File: config.mk
export PLATFORM = sky130hd
export DESIGN_NAME = space_packet_deframer_crc_top
export DESIGN_NICKNAME = d
export VERILOG_FILES = /design/src/spd_pkg.sv /design/src/spd_csr.sv /design/src/spd_core.sv /design/src/spd_out_queue.sv /design/src/space_packet_deframer_crc_top.sv
export SDC_FILE = /design/constraint.sdc
export NUM_CORES = 1
export LEC_CHECK = 0
export CORE_MARGIN = 2
export CORE_UTILIZATION = 50
export DETAILED_ROUTE_END_ITERATION = 10
export DONT_BUFFER_PORTS = 1
export GPL_ROUTABILITY_DRIVEN = 0
export MAX_ROUTING_LAYER = met4
export PLACE_DENSITY = 0.61
export SKIP_CTS_REPAIR_TIMING = 1
export SYNTH_ARGS = -nofsm -noshare
export SYNTH_HDL_FRONTEND = slang
export SYNTH_SLANG_ARGS = --single-unit
File: constraint.sdc
create_clock -name clock -period 4.6 [get_ports clock]
set_clock_uncertainty 0.05 [all_clocks]
set_input_delay 0.46 -clock clock [delete_from_list [all_inputs] [get_ports clock]]
set_output_delay 0.46 -clock clock [all_outputs]
set_load 0.005 [all_outputs]
File: src/spd_pkg.sv
// ----------------------------------------------------------------------------
// spd_pkg
// Shared types, constants and the byte-wide CRC step for the space packet
// deframer.
// ----------------------------------------------------------------------------
package spd_pkg;

   // apid entry table
   localparam int MAX_APID_ENTRIES     = 4;
   localparam int DEFAULT_APID_ENTRIES = 4;
   localparam int APID_W               = 12;
   localparam int ENTRY_COUNT_W        = 3;
   localparam int MATCH_W              = 2;

   // register file
   localparam int CSR_ADDR_W = 5;
   localparam int CSR_DATA_W = 32;
   localparam int REG_IDX_W  = 3;

   localparam logic [REG_IDX_W-1:0] REG_PACKET_VERSION = 3'd0;
   localparam logic [REG_IDX_W-1:0] REG_PACKET_TYPE    = 3'd1;
   localparam logic [REG_IDX_W-1:0] REG_ENTRY_COUNT    = 3'd2;
   localparam logic [REG_IDX_W-1:0] REG_APID_ENTRY_0   = 3'd3;
   localparam logic [REG_IDX_W-1:0] REG_APID_ENTRY_1   = 3'd4;
   localparam logic [REG_IDX_W-1:0] REG_APID_ENTRY_2   = 3'd5;
   localparam logic [REG_IDX_W-1:0] REG_APID_ENTRY_3   = 3'd6;

   localparam logic [ENTRY_COUNT_W-1:0] ENTRY_COUNT_RESET = 3'd3;

   // crc-16 ccitt-false
   localparam logic [15:0] CRC_POLY = 16'h1021;
   localparam logic [15:0] CRC_INIT = 16'hFFFF;

   // field part codes
   localparam logic [1:0] PART_HEADER  = 2'd0;
   localparam logic [1:0] PART_PAYLOAD = 2'd1;
   localparam logic [1:0] PART_CRC     = 2'd2;

   // output queue
   localparam int QUEUE_DEPTH = 4;
   localparam int QUEUE_PTR_W = 2;
   localparam int QUEUE_CNT_W = 3;

   typedef enum logic [2:0] {
      PH_HUNT,
      PH_SEQ,
      PH_LEN,
      PH_PAY,
      PH_CRC
   } phase_type;

   typedef struct packed {
      logic [2:0]               packet_version;
      logic                     type_bit;
      logic [ENTRY_COUNT_W-1:0] entry_count;
   } cfg_type;

   typedef struct packed {
      logic [7:0]         out_byte;
      logic               packet_start;
      logic               packet_end;
      logic [1:0]         field_part;
      logic               crc_good;
      logic [MATCH_W-1:0] matched_entry;
   } result_type;

   typedef struct packed {
      logic [1:0] push_count;
      result_type first;
      result_type second;
   } push_type;

   // reset value of an apid entry
   function automatic logic [APID_W-1:0] apid_reset(input int idx);
      logic [APID_W-1:0] val;
      unique case (idx)
         0:       val = 12'd2171;
         1:       val = 12'd2863;
         2:       val = 12'd2047;
         default: val = 12'd0;
      endcase
      return val;
   endfunction

   // one byte through the crc, msb first
   function automatic logic [15:0] crc_byte(input logic [15:0] crc, input logic [7:0] b);
      logic [15:0] c;
      c = crc ^ {b, 8'h00};
      for (int k = 0; k < 8; k++) begin
         if (c[15]) begin
            c = {c[14:0], 1'b0} ^ CRC_POLY;
         end else begin
            c = {c[14:0], 1'b0};
         end
      end
      return c;
   endfunction

endpackage

File: src/spd_csr.sv
// ----------------------------------------------------------------------------
// spd_csr
// Register file on the apb-style port: version, type, entry count and the
// apid entries used for sync word matching.
// ----------------------------------------------------------------------------
module spd_csr #(
   parameter int NUM_APID_ENTRIES = spd_pkg::DEFAULT_APID_ENTRIES
) (
   input  logic                                   clock,
   input  logic                                   reset,
   input  logic                                   psel,
   input  logic                                   penable,
   input  logic                                   pwrite,
   input  logic [spd_pkg::CSR_ADDR_W-1:0]         paddr,
   input  logic [spd_pkg::CSR_DATA_W-1:0]         pwdata,
   output logic [spd_pkg::CSR_DATA_W-1:0]         prdata,
   output logic                                   pready,
   output spd_pkg::cfg_type                       cfg,
   output logic [NUM_APID_ENTRIES-1:0][spd_pkg::APID_W-1:0] apid_entry
);
   import spd_pkg::*;

   logic [2:0]               version_ff;
   logic                     type_ff;
   logic [ENTRY_COUNT_W-1:0] count_ff;
   logic [NUM_APID_ENTRIES-1:0][APID_W-1:0] entry_ff;

   logic                 wr_en;
   logic [REG_IDX_W-1:0] reg_idx;

   assign pready  = 1'b1;
   assign wr_en   = psel & penable & pwrite;
   assign reg_idx = paddr[REG_IDX_W+1:2];

   // scalar registers
   always_ff @(posedge clock) begin
      if (reset) begin
         version_ff <= '0;
         type_ff    <= 1'b0;
         count_ff   <= ENTRY_COUNT_RESET;
      end else if (wr_en) begin
         if (reg_idx == REG_PACKET_VERSION) version_ff <= pwdata[2:0];
         if (reg_idx == REG_PACKET_TYPE)    type_ff    <= pwdata[0];
         if (reg_idx == REG_ENTRY_COUNT)    count_ff   <= pwdata[ENTRY_COUNT_W-1:0];
      end
   end

   // apid entries
   always_ff @(posedge clock) begin
      for (int i = 0; i < NUM_APID_ENTRIES; i++) begin
         if (reset) begin
            entry_ff[i] <= apid_reset(i);
         end else if (wr_en && (reg_idx == REG_APID_ENTRY_0 + REG_IDX_W'(i))) begin
            entry_ff[i] <= pwdata[APID_W-1:0];
         end
      end
   end

   // read back
   always_comb begin
      prdata = '0;
      unique case (reg_idx)
         REG_PACKET_VERSION: prdata[2:0] = version_ff;
         REG_PACKET_TYPE:    prdata[0]   = type_ff;
         REG_ENTRY_COUNT:    prdata[ENTRY_COUNT_W-1:0] = count_ff;
         default: begin
            for (int i = 0; i < NUM_APID_ENTRIES; i++) begin
               if (reg_idx == REG_APID_ENTRY_0 + REG_IDX_W'(i)) begin
                  prdata[APID_W-1:0] = entry_ff[i];
               end
            end
         end
      endcase
   end

   assign cfg.packet_version = version_ff;
   assign cfg.type_bit       = type_ff;
   assign cfg.entry_count    = count_ff;
   assign apid_entry         = entry_ff;

endmodule

File: src/spd_core.sv
// ----------------------------------------------------------------------------
// spd_core
// Deframer state machine: sync hunt over a two-byte window, header, payload
// and crc phases, with the running crc updated one byte per transfer.
// ----------------------------------------------------------------------------
module spd_core #(
   parameter int NUM_APID_ENTRIES = spd_pkg::DEFAULT_APID_ENTRIES
) (
   input  logic                 clock,
   input  logic                 reset,
   input  logic                 accept,
   input  logic [7:0]           data_byte,
   input  spd_pkg::cfg_type     cfg,
   input  logic [NUM_APID_ENTRIES-1:0][spd_pkg::APID_W-1:0] apid_entry,
   output spd_pkg::push_type    push
);
   import spd_pkg::*;

   phase_type          phase_ff,   phase_in;
   logic [7:0]         held_ff,    held_in;
   logic               hvalid_ff,  hvalid_in;
   logic [15:0]        count_ff,   count_in;
   logic [15:0]        plen_ff,    plen_in;
   logic [15:0]        crc_ff,     crc_in;
   logic [MATCH_W-1:0] match_ff,   match_in;

   logic [ENTRY_COUNT_W-1:0] entry_limit;
   logic [15:0]              word;
   logic                     hit;
   logic [MATCH_W-1:0]       hit_idx;
   logic [15:0]              crc_next;
   logic [15:0]              len_word;
   logic [15:0]              count_inc;

   assign word      = {held_ff, data_byte};
   assign crc_next  = crc_byte(crc_ff, data_byte);
   assign len_word  = (word == 16'd0) ? 16'd0 : word - 16'd1;
   assign count_inc = count_ff + 16'd1;

   // parallel sync compares, lowest entry wins
   always_comb begin
      entry_limit = (cfg.entry_count > ENTRY_COUNT_W'(NUM_APID_ENTRIES)) ?
                    ENTRY_COUNT_W'(NUM_APID_ENTRIES) : cfg.entry_count;
      hit     = 1'b0;
      hit_idx = '0;
      for (int i = NUM_APID_ENTRIES - 1; i >= 0; i--) begin
         if ((ENTRY_COUNT_W'(i) < entry_limit) &&
             (word == {cfg.packet_version, cfg.type_bit, apid_entry[i]})) begin
            hit     = 1'b1;
            hit_idx = MATCH_W'(i);
         end
      end
   end

   // next phase
   always_comb begin
      phase_in = phase_ff;
      unique case (phase_ff)
         PH_HUNT: if (hvalid_ff && hit) phase_in = PH_SEQ;
         PH_SEQ:  if (count_ff != 16'd0) phase_in = PH_LEN;
         PH_LEN:  if (count_ff != 16'd0) phase_in = (len_word == 16'd0) ? PH_CRC : PH_PAY;
         PH_PAY:  if (count_inc >= plen_ff) phase_in = PH_CRC;
         PH_CRC:  if (count_ff != 16'd0) phase_in = PH_HUNT;
         default: phase_in = PH_HUNT;
      endcase
   end

   // datapath and results
   always_comb begin
      held_in   = held_ff;
      hvalid_in = hvalid_ff;
      count_in  = count_ff;
      plen_in   = plen_ff;
      crc_in    = crc_ff;
      match_in  = match_ff;

      push.push_count           = 2'd0;
      push.first.out_byte       = data_byte;
      push.first.packet_start   = 1'b0;
      push.first.packet_end     = 1'b0;
      push.first.field_part     = PART_HEADER;
      push.first.crc_good       = 1'b0;
      push.first.matched_entry  = match_ff;
      push.second.out_byte      = data_byte;
      push.second.packet_start  = 1'b0;
      push.second.packet_end    = 1'b0;
      push.second.field_part    = PART_HEADER;
      push.second.crc_good      = 1'b0;
      push.second.matched_entry = match_ff;

      unique case (phase_ff)
         PH_HUNT: begin
            if (!hvalid_ff) begin
               // first byte of the window, crc of it kept ready
               held_in   = data_byte;
               hvalid_in = 1'b1;
               crc_in    = crc_byte(CRC_INIT, data_byte);
            end else if (hit) begin
               match_in                  = hit_idx;
               push.push_count           = 2'd2;
               push.first.out_byte       = held_ff;
               push.first.packet_start   = 1'b1;
               push.first.matched_entry  = hit_idx;
               push.second.matched_entry = hit_idx;
               crc_in    = crc_next;
               hvalid_in = 1'b0;
               held_in   = 8'd0;
               count_in  = 16'd0;
            end else begin
               held_in = data_byte;
               crc_in  = crc_byte(CRC_INIT, data_byte);
            end
         end
         PH_SEQ: begin
            push.push_count = 2'd1;
            crc_in          = crc_next;
            count_in        = (count_ff == 16'd0) ? 16'd1 : 16'd0;
         end
         PH_LEN: begin
            push.push_count = 2'd1;
            crc_in          = crc_next;
            if (count_ff == 16'd0) begin
               held_in  = data_byte;
               count_in = 16'd1;
            end else begin
               plen_in  = len_word;
               count_in = 16'd0;
            end
         end
         PH_PAY: begin
            push.push_count       = 2'd1;
            push.first.field_part = PART_PAYLOAD;
            crc_in                = crc_next;
            count_in              = (count_inc >= plen_ff) ? 16'd0 : count_inc;
         end
         PH_CRC: begin
            push.push_count       = 2'd1;
            push.first.field_part = PART_CRC;
            if (count_ff == 16'd0) begin
               held_in  = data_byte;
               count_in = 16'd1;
            end else begin
               push.first.packet_end = 1'b1;
               push.first.crc_good   = (word == crc_ff);
               held_in   = 8'd0;
               hvalid_in = 1'b0;
               count_in  = 16'd0;
               plen_in   = 16'd0;
               crc_in    = CRC_INIT;
            end
         end
         default: begin
            hvalid_in = 1'b0;
         end
      endcase

      if (!accept) push.push_count = 2'd0;
   end

   // state registers
   always_ff @(posedge clock) begin
      if (reset) begin
         phase_ff  <= PH_HUNT;
         held_ff   <= 8'd0;
         hvalid_ff <= 1'b0;
         count_ff  <= 16'd0;
         plen_ff   <= 16'd0;
         crc_ff    <= CRC_INIT;
         match_ff  <= '0;
      end else if (accept) begin
         phase_ff  <= phase_in;
         held_ff   <= held_in;
         hvalid_ff <= hvalid_in;
         count_ff  <= count_in;
         plen_ff   <= plen_in;
         crc_ff    <= crc_in;
         match_ff  <= match_in;
      end
   end

endmodule

File: src/spd_out_queue.sv
// ----------------------------------------------------------------------------
// spd_out_queue
// Four-entry result queue taking up to two results per cycle and handing
// one out per transfer; it also tells the input side when to stall.
// ----------------------------------------------------------------------------
module spd_out_queue (
   input  logic                clock,
   input  logic                reset,
   input  spd_pkg::push_type   push,
   output logic                almost_full,
   output logic                out_valid,
   input  logic                out_stall,
   output spd_pkg::result_type out_item
);
   import spd_pkg::*;

   result_type             entry_ff [QUEUE_DEPTH];
   logic [QUEUE_PTR_W-1:0] wr_ptr_ff, wr_ptr_in;
   logic [QUEUE_PTR_W-1:0] rd_ptr_ff, rd_ptr_in;
   logic [QUEUE_CNT_W-1:0] count_ff,  count_in;
   logic                   pop;
   logic [QUEUE_PTR_W-1:0] wr_ptr_next;

   assign out_valid   = (count_ff != '0);
   assign pop         = out_valid & ~out_stall;
   assign almost_full = (count_ff > QUEUE_CNT_W'(QUEUE_DEPTH - 2));
   assign out_item    = entry_ff[rd_ptr_ff];
   assign wr_ptr_next = wr_ptr_ff + QUEUE_PTR_W'(1);

   // pointer and fill arithmetic
   always_comb begin
      wr_ptr_in = wr_ptr_ff + QUEUE_PTR_W'(push.push_count);
      rd_ptr_in = rd_ptr_ff + QUEUE_PTR_W'(pop);
      count_in  = count_ff + QUEUE_CNT_W'(push.push_count) - QUEUE_CNT_W'(pop);
   end

   always_ff @(posedge clock) begin
      if (reset) begin
         wr_ptr_ff <= '0;
         rd_ptr_ff <= '0;
         count_ff  <= '0;
      end else begin
         wr_ptr_ff <= wr_ptr_in;
         rd_ptr_ff <= rd_ptr_in;
         count_ff  <= count_in;
      end
   end

   // result storage
   always_ff @(posedge clock) begin
      if (push.push_count != 2'd0) entry_ff[wr_ptr_ff] <= push.first;
      if (push.push_count == 2'd2) entry_ff[wr_ptr_next] <= push.second;
   end

endmodule

File: src/space_packet_deframer_crc_top.sv
// ----------------------------------------------------------------------------
// space_packet_deframer_crc_top
// Space packet deframer with crc-16/ccitt-false check on the byte stream.
//
//   channel   direction   handshake                 content
//   req_      in          req_valid / req_stall     one received byte
//   rsp_      out         rsp_valid / rsp_stall     one passed byte plus flags
//   apb       in          psel / penable / pready   register writes and reads
//
// One byte is accepted per cycle while req_stall is low. A sync match
// gives two results from one byte, absorbed by the
// four-entry output queue, whose fill sets req_stall (high above two held).
// Reset clears the deframer to hunting and loads register defaults.
// rsp_stall only backs up the queue; the deframer runs until req_stall rises.
// ----------------------------------------------------------------------------
module space_packet_deframer_crc_top #(
   parameter int NUM_APID_ENTRIES = spd_pkg::DEFAULT_APID_ENTRIES
) (
   input  logic                           clock,
   input  logic                           reset,
   input  logic                           req_valid,
   output logic                           req_stall,
   input  logic [7:0]                     req_data_byte,
   output logic                           rsp_valid,
   input  logic                           rsp_stall,
   output logic [7:0]                     rsp_out_byte,
   output logic                           rsp_packet_start,
   output logic                           rsp_packet_end,
   output logic [1:0]                     rsp_field_part,
   output logic                           rsp_crc_good,
   output logic [1:0]                     rsp_matched_entry,
   input  logic                           psel,
   input  logic                           penable,
   input  logic                           pwrite,
   input  logic [spd_pkg::CSR_ADDR_W-1:0] paddr,
   input  logic [spd_pkg::CSR_DATA_W-1:0] pwdata,
   output logic [spd_pkg::CSR_DATA_W-1:0] prdata,
   output logic                           pready
);
   import spd_pkg::*;

   cfg_type                                 cfg;
   logic [NUM_APID_ENTRIES-1:0][APID_W-1:0] apid_entry;
   push_type                                push;
   result_type                              head;
   logic                                    accept;
   logic                                    almost_full;

   assign req_stall = almost_full;
   assign accept    = req_valid & ~almost_full;

   // register file
   spd_csr #(
      .NUM_APID_ENTRIES (NUM_APID_ENTRIES)
   ) u_csr (
      .clock      (clock),
      .reset      (reset),
      .psel       (psel),
      .penable    (penable),
      .pwrite     (pwrite),
      .paddr      (paddr),
      .pwdata     (pwdata),
      .prdata     (prdata),
      .pready     (pready),
      .cfg        (cfg),
      .apid_entry (apid_entry)
   );

   // deframer
   spd_core #(
      .NUM_APID_ENTRIES (NUM_APID_ENTRIES)
   ) u_core (
      .clock      (clock),
      .reset      (reset),
      .accept     (accept),
      .data_byte  (req_data_byte),
      .cfg        (cfg),
      .apid_entry (apid_entry),
      .push       (push)
   );

   // result queue
   spd_out_queue u_queue (
      .clock       (clock),
      .reset       (reset),
      .push        (push),
      .almost_full (almost_full),
      .out_valid   (rsp_valid),
      .out_stall   (rsp_stall),
      .out_item    (head)
   );

   assign rsp_out_byte      = head.out_byte;
   assign rsp_packet_start  = head.packet_start;
   assign rsp_packet_end    = head.packet_end;
   assign rsp_field_part    = head.field_part;
   assign rsp_crc_good      = head.crc_good;
   assign rsp_matched_entry = head.matched_entry;

endmodule
==> impl_metrics.json, run 1 <==
{
  "status": "complete, no violations",
  "leakagePower_nw": 4.14,
  "tritoncts": "done",
  "reg2reg_from": "u_core.count_ff[0]",
  "layout.nets": 1186,
  "path_clk_slew_ns": 0.08,
  "fillers": 1924,
  "seq_area_frac_synth_pct": 38.6,
  "synth_top_cell_area_share_pct": 27.3,
  "startpoint_type": "flip-flop",
  "synth.distinct_cells": 70,
  "dpl_cell_area_mm2": 0.0107,
  "hp-class": "in -> reg",
  "endpoint_kind": "flip-flop",
  "multi_input_area_mm2": 0.00594,
  "grt.total_usage_pct": 26.8,
  "timing.final.crit_period_ns": 4.00,
  "gr-total-overflow": 0,
  "firstDrtPassIters": 5,
  "synth-async-reset-ratio_pct": 0,
  "yosysMostFrequentCell": "dfxtp_1",
  "cts_max_level": 4,
  "cts_sinks": 184,
  "grt_pass1_vias": 7947,
  "wl_met2_mm": 13.2,
  "io_buffers": 0,
  "critPathBufInv": 1,
  "fin_tns_setup_ns": 0,
  "crit_start": "u_core.count_ff[0]",
  "postSynthCellCount": 1146,
  "rsz0062_at_grt": "false",
  "r2r_end": "u_core.count_ff[8]",
  "drv_cap": 0,
  "start_util_pct": 50.6,
  "cts_buffers": 17,
  "netlist_area_mm2": 0.0106,
  "synth_edf_count": 40,
  "synth_top_cells_by_count": "dfxtp_1, nor2_1, nand2_1, xnor2_1",
  "timing.fmax_mhz": 250,
  "die_h_um": 149,
  "synthToLayoutAreaGrowth_pct": 7.17,
  "dr_wl_met3_mm": 1.81,
  "clockRootBuffer": "clkbuf_16",
  "crit_top_cell": "and3_1",
  "fp.dieW_um": 149,
  "pwr_density_cell_mw_per_mm2": 384,
  "cpMaxStageDelayCell": "dfxtp_1",
  "criticalPathCategory": "reg -> reg",
  "vdd_drop_max_mv": 0.248,
  "yosysTopAreaCell": "dfxtp_1",
  "grt_pass1_wl_mm": 45.1,
  "rrSetupSlack_ns": 0.60,
  "n_antenna_cell": 0,
  "worstSkewPairLatency_ns": 0.44,
  "wl_mm": 28.5,
  "synth_area_leaders": "dfxtp_1, edfxtp_1, mux2i_1",
  "dieArea_mm2": 0.0223,
  "top_layer": "met4",
  "cp.arrival_ns": 4.31,
  "avgSynthCellArea_um2": 9.23,
  "wl_per_cell_um": 20.4,
  "fp.coreArea_mm2": 0.0209,
  "synth-seq-cells": 184,
  "fin_area_mm2": 0.0113,
  "m1WireLength_mm": 12.7,
  "reg2reg_depth": 15,
  "drt-vias-per-instance": 6.01,
  "drive_above_1_share_pct": 9.00,
  "vias": 8389,
  "synth_flop_cell": "dfxtp_1",
  "cts_buffer_depth": 2,
  "slew_headroom_pct": 28.9,
  "grt_max_degree": 76,
  "yosys_warnings": 0,
  "antenna_found_initial": 0,
  "worstPathMaxFanout": 9,
  "period_share_pct": 86.9,
  "crit_chain": "and3_1, and3_1, and3_1, and3_1, nand3_1, xnor2_1, ha_1, and4_1, a221o_1, a2111oi_4, nand2_1, buf_4, nor2_1, o21ai_0, a21oi_1",
  "rows": 53,
  "cp_top_family": "simple AND/OR/NAND/NOR gates",
  "setup_viol": 0,
  "cp_slowest_stage_delay_ns": 0.43,
  "drv_slew": 0,
  "io_pins": 102,
  "dp.final_hpwl_mm": 19.1,
  "crit_path_end": "u_core.count_ff[8]",
  "hold_violations": 0,
  "worstMarginPinSlew_ns": 1.06,
  "remaining_drc_errors": 0,
  "required_ns": 4.91,
  "drtIter0Drc": 552,
  "antenna_left": 0,
  "critical_path_depth": 15,
  "seqCellArea_mm2": 0.00408
}
power by group:
group	switching, mW	internal [mW]
Combinational	0.508	0.444
Clock	0.728	0.762
Sequential	0.142	1.77
Total	1.38	2.98
worst min path at each step:
stage                                      start                endpoint  slack [ns]  depth (start not counted)
final                                      reset      u_core.phase_ff[1]        0.07                          1
after global routing                       reset      u_core.phase_ff[1]        0.03                          1
after CTS                                  reset      u_core.phase_ff[1]        0.04                          1
after detailed placement      u_core.match_ff[1]      u_core.match_ff[1]        0.40                          2
after global placement    u_queue.entry_ff[2][6]  u_queue.entry_ff[2][6]        0.39                          1
after floorplan           u_queue.entry_ff[2][6]  u_queue.entry_ff[2][6]        0.37                          1
routing by layer:
layer | vias up | global-route usage (%)
li1 | 3978 | -
met1 | 4065 | 36.1
met2 | 294 | 41.1
met3 | 52 | 4.85
met4 | 0 | 8.90
met5 | - | -
metrics by stage:
stage                     cells  util [%]  hold WS, ns  setup slack (ns)  total power, mW
after floorplan            1165         -        0.371             0.714             2.71
after global placement     1365      51.4        0.390             0.723             2.89
after detailed placement   1365      51.4        0.398             0.636             2.90
after CTS                  1397      54.3       0.0411             0.605             4.38
after global routing       1397      54.3       0.0330             0.307             4.57
final                      1397      54.3       0.0698             0.603             4.36
layout by cell type, fill, tap and decap left out, types with 16 or more instances in the layout:
master / instances
mux4_2: 17
edfxtp_1: 40
buf_4: 28
clkbuf_16: 18
a21oi_1: 63
inv_1: 40
o21ai_0: 38
nor2b_1: 16
conb_1: 21
nor2_1: 103
dfxtp_1: 144
a22o_1: 50
a22oi_1: 17
nand2_1: 80
o22ai_1: 16
mux2i_1: 63
xnor2_1: 71
xor2_1: 63
nand4_1: 23
nor3_1: 23
ha_1: 24
final cells by class:
class | count | share of cell area [%]
clock inverters | 14 | 1.35
well taps | 275 | 3.03
inverters | 42 | 1.39
repair buffers | 28 | 1.85
clock buffers | 18 | 3.97
multi-input cells | 836 | 52.4
flip-flops and latches | 184 | 36.0
sequential cells by signal, indices dropped and copies added (netlist names), 3 cells and up:
signal            count
u_core.held_ff        8
u_csr.count_ff        3
u_queue.entry_ff     60
u_csr.apid_entry     48
u_core.crc_ff        16
u_csr.version_ff      3
u_core.plen_ff       16
u_queue.count_ff      3
u_core.phase_ff       3
u_core.count_ff      16
worst register-to-register path, cell delays in order, from the launching register on:
cell	delay (ns)
dfxtp_1	0.43
and3_1	0.29
and3_1	0.19
and3_1	0.23
and3_1	0.31
nand3_1	0.13
xnor2_1	0.24
ha_1	0.29
and4_1	0.19
a221o_1	0.39
a2111oi_4	0.38
nand2_1	0.24
buf_4	0.24
nor2_1	0.09
o21ai_0	0.08
a21oi_1	0.16
kinds of logic (layout without fill, tap and decap cells):
kind of cell	after synthesis	after routing	share of synthesized area [%]
AND/OR/NAND/NOR	333	333	15.6
AO/OA/AOI/OAI	242	242	15.7
flip-flops	184	184	38.6
buffers and inverters	145	102	6.19
XOR/XNOR	134	134	11.1
multiplexers	81	81	9.69
adder cells (fa/ha/maj)	25	25	3.03
other	2	21	0.0710
No activity file was read; power rests on OpenSTA's default activity.
==> run 2, diff against run 1 <==
--- a/config.mk
+++ b/config.mk
@@ -5,6 +5,7 @@
 export SDC_FILE = /design/constraint.sdc
 export NUM_CORES = 1
 export LEC_CHECK = 0
+export ABC_AREA = 1
 export CORE_MARGIN = 2
 export CORE_UTILIZATION = 50
 export DETAILED_ROUTE_END_ITERATION = 10
==> run 2 against run 1 <==
Synthesized area rose by 9.6%. Sequential share of layout area fell by 2.6 points. First-iteration DRC count rose by 110%. Clock power rose by 8%. Routed wire length rose by 28%. Critical path depth fell by 1.
==> impl_metrics.json, run 2 <==
{
  "status": "complete, no violations",
  "hold_violations": 0,
  "yosys.area_share.simple_pct": 28.6,
  "synth_top_cell_area_share_pct": 24.9,
  "antenna_found_initial": 0,
  "rows": 55,
  "timing.fmax_mhz": 263,
  "firstDrtPassIters": 6,
  "startpoint_type": "flip-flop",
  "cts_buffers": 17,
  "grt_busiest_layer": "met2",
  "timing.final.crit_period_ns": 3.81,
  "cts_max_level": 4,
  "grt_max_degree": 74,
  "synth_top_cells_by_count": "nand2_1, nor2_1, inv_1, o21ai_0, dfxtp_1",
  "drtIter0Drc": 1137,
  "final_cell_mix": "nand2_1, nor2_1, inv_1",
  "seq_area_frac_synth_pct": 35.2,
  "largest_reg_flops": 60,
  "fin_tns_setup_ns": 0,
  "postSynthCellCount": 1703,
  "worstMarginPinSlew_ns": 1.08,
  "wl_mm": 36.5,
  "synth.area.mux_share_pct": 0,
  "criticalPathCategory": "reg -> reg",
  "worstSkewPairLatency_ns": 0.46,
  "period_share_pct": 82.7,
  "synth-async-reset-ratio_pct": 0,
  "n_antenna_cell": 0,
  "top_register": "u_queue.entry_ff",
  "vdd_drop_max_mv": 0.245,
  "gr-total-overflow": 0,
  "use_met3_pct": 5.10,
  "io_pins": 102,
  "remaining_drc_errors": 0,
  "synth_xor_area_share_pct": 5.89,
  "grt.total_usage_pct": 31.1,
  "dieArea_mm2": 0.0244,
  "place_worst_setup_slack_ns": 0.877,
  "clockRootBuffer": "clkbuf_16",
  "die_h_um": 156,
  "drive_above_1_share_pct": 5.51,
  "yosysMostFrequentCell": "nand2_1",
  "slew_headroom_pct": 27.9,
  "yosys_warnings": 0,
  "met2_usage_pct": 46.8,
  "drt-vias-per-instance": 5.71,
  "start_util_pct": 51.1,
  "grt_pass1_wl_mm": 56.8,
  "use_met1_pct": 42.7,
  "vias": 11200,
  "pwr_density_cell_mw_per_mm2": 356,
  "grt_pass1_vias": 10100,
  "drv_slew": 0,
  "path_clk_slew_ns": 0.08,
  "layout.nets": 1733,
  "yosysTopAreaCell": "dfxtp_1",
  "synth-seq-cells": 184,
  "cts_sinks": 184,
  "drv_cap": 0,
  "fp.dieW_um": 156,
  "rsz0062_at_grt": "false",
  "tritoncts": "done",
  "setup_viol": 0,
  "synth_area_leaders": "dfxtp_1, nand2_1, edfxtp_1",
  "fp.coreArea_mm2": 0.0227,
  "synth_flop_cell": "dfxtp_1",
  "required_ns": 4.64,
  "io_buffers": 0,
  "cp.arrival_ns": 3.85,
  "netlist_area_mm2": 0.0116,
  "whs_ns": 0.0716,
  "synth_edf_count": 40,
  "synth.distinct_cells": 47,
  "leakagePower_nw": 5.43,
  "layout_commonest_cell": "nand2_1",
  "cts_buffer_depth": 2,
  "dp.final_hpwl_mm": 25.9,
  "hp-class": "in -> reg",
  "synth_compound_area_share_pct": 16.6,
  "synthAdderAreaFrac_pct": 2.76,
  "synthToLayoutAreaGrowth_pct": 5.43,
  "endpoint_kind": "flip-flop",
  "power.total_mw": 4.36,
  "synth_top_family_by_area": "simple AND/OR/NAND/NOR gates",
  "avgSynthCellArea_um2": 6.81,
  "worstPathMaxFanout": 16,
  "wl_per_cell_um": 18.7,
  "worst_slack_ns": 0.794,
  "antenna_left": 0
}
==> run 2: cell types whose count changed in the layout (fill, tap and decap cells not counted), sizes merged, moves of 63 or more <==
cell / delta
nand3: +123
o21ai: +117
mux2i: -63
nor2: +128
nand2: +282
inv: +136
==> run 2: area by class of cell <==
class	count	area (µm²)
fillers	2286	10500
multi-input cells	1255	6320
flip-flops and latches	184	4080
inverters	182	683
clock buffers	18	450
well taps	285	357
clock inverters	14	204
repair buffers	16	120
==> run 2: worst max-delay path: stages, from the launching register on <==
cell	delay [ns]
dfxtp_1	0.70
inv_2	0.22
nand2_1	0.14
nand2_1	0.06
nor2_1	0.10
nand2_1	0.06
nor2_1	0.15
nand3_1	0.12
nand2_1	0.12
nand2_2	0.07
nand2_2	0.21
nand2_2	0.28
nand2_2	0.41
nand2_4	0.23
nand2_1	0.50
==> run 2: cell families (layout without fill, tap and decap cells) <==
family | Yosys count | count (layout)
DFF | 184 | 184
xor gates and xnor gates | 78 | 78
AOI/OAI and AO/OA | 344 | 344
other | 2 | 21
and+or+nand+nor | 787 | 787
adders and majority gates | 25 | 25
buffers and inverters | 283 | 230
==> run 2: path summary, 6_finish.rpt <==
check / from / endpoint / slack (ns) / cells past startpoint
setup / recovery: u_core.held_ff[2] / u_queue.entry_ff[0][13] / 0.79 / 14
hold / removal: reset / u_csr.type_ff / 0.07 / 1
setup reg to reg: u_core.held_ff[2] / u_queue.entry_ff[0][13] / 0.79 / 14
hold reg to reg: u_queue.entry_ff[2][2] / u_queue.entry_ff[2][2] / 0.42 / 2
==> run 2: report_power, final <==
| part | internal (mW) | total (mW) | leakage (nW) | switching [mW] |
|---|---|---|---|---|
| logic | 0.311 | 0.939 | 3.56 | 0.628 |
| registers | 1.71 | 1.81 | 1.55 | 0.0988 |
| clock network | 0.830 | 1.61 | 0.316 | 0.781 |
| total | 2.85 | 4.36 | 5.43 | 1.51 |
==> run 2: through the flow <==
step	util, %	cell area, µm²	std cells
5_1_grt	53.8	12200	1954
4_1_cts	53.8	12200	1954
3_5_place_dp	50.9	11600	1922
2_1_floorplan	-	11700	1722
6_report	53.8	12200	1954
3_3_place_gp	50.9	11600	1922
==> run 2: layer usage <==
layer  part of all wire, %  vias up
met5                     0        -
met4                   2.5        0
met3                   8.3       64
met2                    43      509
met1                    46     5105
li1                      -     5483
==> run 3, diff against run 2 <==
--- a/config.mk
+++ b/config.mk
@@ -12,7 +12,7 @@
 export DONT_BUFFER_PORTS = 1
 export GPL_ROUTABILITY_DRIVEN = 0
 export MAX_ROUTING_LAYER = met4
-export PLACE_DENSITY = 0.61
+export PLACE_DENSITY = 0.64
 export SKIP_CTS_REPAIR_TIMING = 1
 export SYNTH_ARGS = -nofsm -noshare
 export SYNTH_HDL_FRONTEND = slang
==> constraint.sdc (replaced) <==
create_clock -name clock -period 3.1 [get_ports clock]
set_clock_uncertainty 0.05 [all_clocks]
set_input_delay 0.31 -clock clock [delete_from_list [all_inputs] [get_ports clock]]
set_output_delay 0.31 -clock clock [all_outputs]
set_load 0.005 [all_outputs]
==> run 3 against run 2 <==
Register-to-register slack got worse by 0.79 ns. Die area unchanged. The run now ends with negative hold slack left. Cell area increased by 8.2%. Routed wire length increased by 2.0%. Sequential share of layout area decreased by 2.5 points. Cell count increased by 5.0%. Setup slack got worse by 0.79 ns. Total power increased by 51%. Largest cell class unchanged.
==> impl_metrics.json, run 3 (same netlist as run 2, synthesis figures left out) <==
{
  "status": "finished with violations",
  "violations": "negative hold slack",
  "pwr_density_cell_mw_per_mm2": 497,
  "grt_busiest_layer": "met2",
  "cp_top_family": "simple AND/OR/NAND/NOR gates",
  "timing.fmax_mhz": 323,
  "cts_sinks": 184,
  "criticalPathCategory": "reg -> reg",
  "r2r_end": "u_core.count_ff[0]",
  "largest_reg_flops": 60,
  "cpMaxStageDelayCell": "dfxtp_2",
  "drv_slew": 0,
  "timing.final.crit_period_ns": 3.10,
  "rrSetupSlack_ns": 0.003,
  "required_ns": 3.42,
  "whs_ns": -0.0421,
  "io_buffers": 0,
  "hold_path_depth": 1,
  "cts_buffers": 17,
  "min_from": "reset",
  "grt_max_degree": 74,
  "firstDrtPassIters": 6,
  "antenna_left": 0,
  "cp.arrival_ns": 3.42,
  "die_h_um": 156,
  "startpoint_type": "flip-flop",
  "layout.nets": 1830,
  "endpoint_kind": "flip-flop",
  "hold_path_end": "u_core.phase_ff[2]",
  "n_antenna_cell": 0,
  "rows": 55,
  "grt_pass1_vias": 10100,
  "grt.total_usage_pct": 30.9,
  "wl_per_cell_um": 18.2,
  "drtIter0Drc": 1314,
  "synthToLayoutAreaGrowth_pct": 14.1,
  "period_share_pct": 99.9,
  "critPathBufInv": 3,
  "power.total_mw": 6.58,
  "tritoncts": "done",
  "drive_above_1_share_pct": 10.4,
  "fin_area_mm2": 0.0132,
  "path_clk_slew_ns": 0.07,
  "top_register": "u_queue.entry_ff",
  "dp.final_hpwl_mm": 25.9,
  "hp-class": "in -> reg",
  "io_pins": 102,
  "reg2reg_from": "u_core.count_ff[0]",
  "slew_headroom_pct": 40.3,
  "worstPathMaxFanout": 5,
  "fin_tns_setup_ns": 0,
  "worstSkewPairLatency_ns": 0.45,
  "reg2reg_depth": 19,
  "dpl_cell_area_mm2": 0.0120,
  "fin_util_pct": 58.2,
  "antenna_found_initial": 0,
  "final_cell_mix": "nand2_1, nor2_1, inv_1",
  "grt_pass1_wl_mm": 57.2,
  "dieArea_mm2": 0.0244,
  "remaining_drc_errors": 0,
  "use_met3_pct": 4.90,
  "cp_slowest_stage_delay_ns": 0.36,
  "cts_buffer_depth": 2,
  "leakagePower_nw": 5.92,
  "vdd_drop_max_mv": 0.333,
  "met2_usage_pct": 46.7,
  "fp.dieW_um": 156,
  "setup_viol": 0,
  "use_met1_pct": 42.6,
  "hold_violations": 49,
  "drt-vias-per-instance": 5.70,
  "drv_cap": 0,
  "clockRootBuffer": "clkbuf_16",
  "rsz0062_at_grt": "true",
  "fp.coreArea_mm2": 0.0227,
  "crit_chain": "inv_1, nor3_2, nand3_1, nor2_1, nand2_1, nor3_2, nand2_1, xor2_1, ha_1, a21oi_1, or2_2, nand2_1, nor2_1, nand4_1, buf_6, buf_4, o21ai_0, nand2_1, a21oi_1",
  "vias": 11700,
  "wl_mm": 37.2,
  "worstMarginPinSlew_ns": 0.895,
  "start_util_pct": 51.1,
  "cts_max_level": 4,
  "gr-total-overflow": 0,
  "layout_commonest_cell": "nand2_1",
  "crit_top_cell": "nand2_1"
}
-- run 3: cell types whose count changed in the layout (fill, tap and decap cells not counted), sizes merged --
cell / before / now
clkinv: 10 / 7
dlygate4sd3: 0 / 39
inv: 185 / 188
bufinv: 1 / 2
clkbuf: 18 / 17
buf: 16 / 74
-- run 3: worst max-delay path by stage --
stage,startpoint,endpoint,slack [ns],depth (start not counted)
after detailed placement,u_core.count_ff[0],u_core.count_ff[4],-0.11,18
after global routing,u_core.count_ff[0],u_core.count_ff[0],-0.22,19
after floorplan,u_core.count_ff[0],u_core.count_ff[10],0.14,17
final,u_core.count_ff[0],u_core.count_ff[0],0.003,19
after global placement,u_core.count_ff[0],u_core.count_ff[5],-0.09,18
after CTS,u_core.count_ff[0],u_core.count_ff[4],-0.14,18
-- run 3: area by class of cell --
type	count	area, µm²
Clock inverter	15	213
Inverter	182	686
Clock buffer	17	425
Sequential cell	184	4090
Tap cell	285	357
Timing Repair Buffer	113	970
Multi-Input combinational cell	1255	6480
Fill cell	2153	9480
-- run 3: power by group --
group	leakage (nW)	internal [mW]	switching (mW)
logic	4.05	0.545	0.998
registers	1.56	2.53	0.107
clock network	0.313	1.25	1.14
-- run 3: metal layers --
metal  vias to the layer above  wire length [µm]
met1                      5372             16200
met4                         0              1050
met2                       571             16600
met5                         -                 0
li1                       5659                 -
met3                        86              3420
-- run 3: stage by stage --
stage | worst slack [ns] | std cells
finish | 0.00270 | 2051
global route | -0.216 | 2051
CTS | -0.136 | 2007
detailed placement | -0.109 | 1975
global placement | -0.0854 | 1975
floorplan | 0.139 | 1722
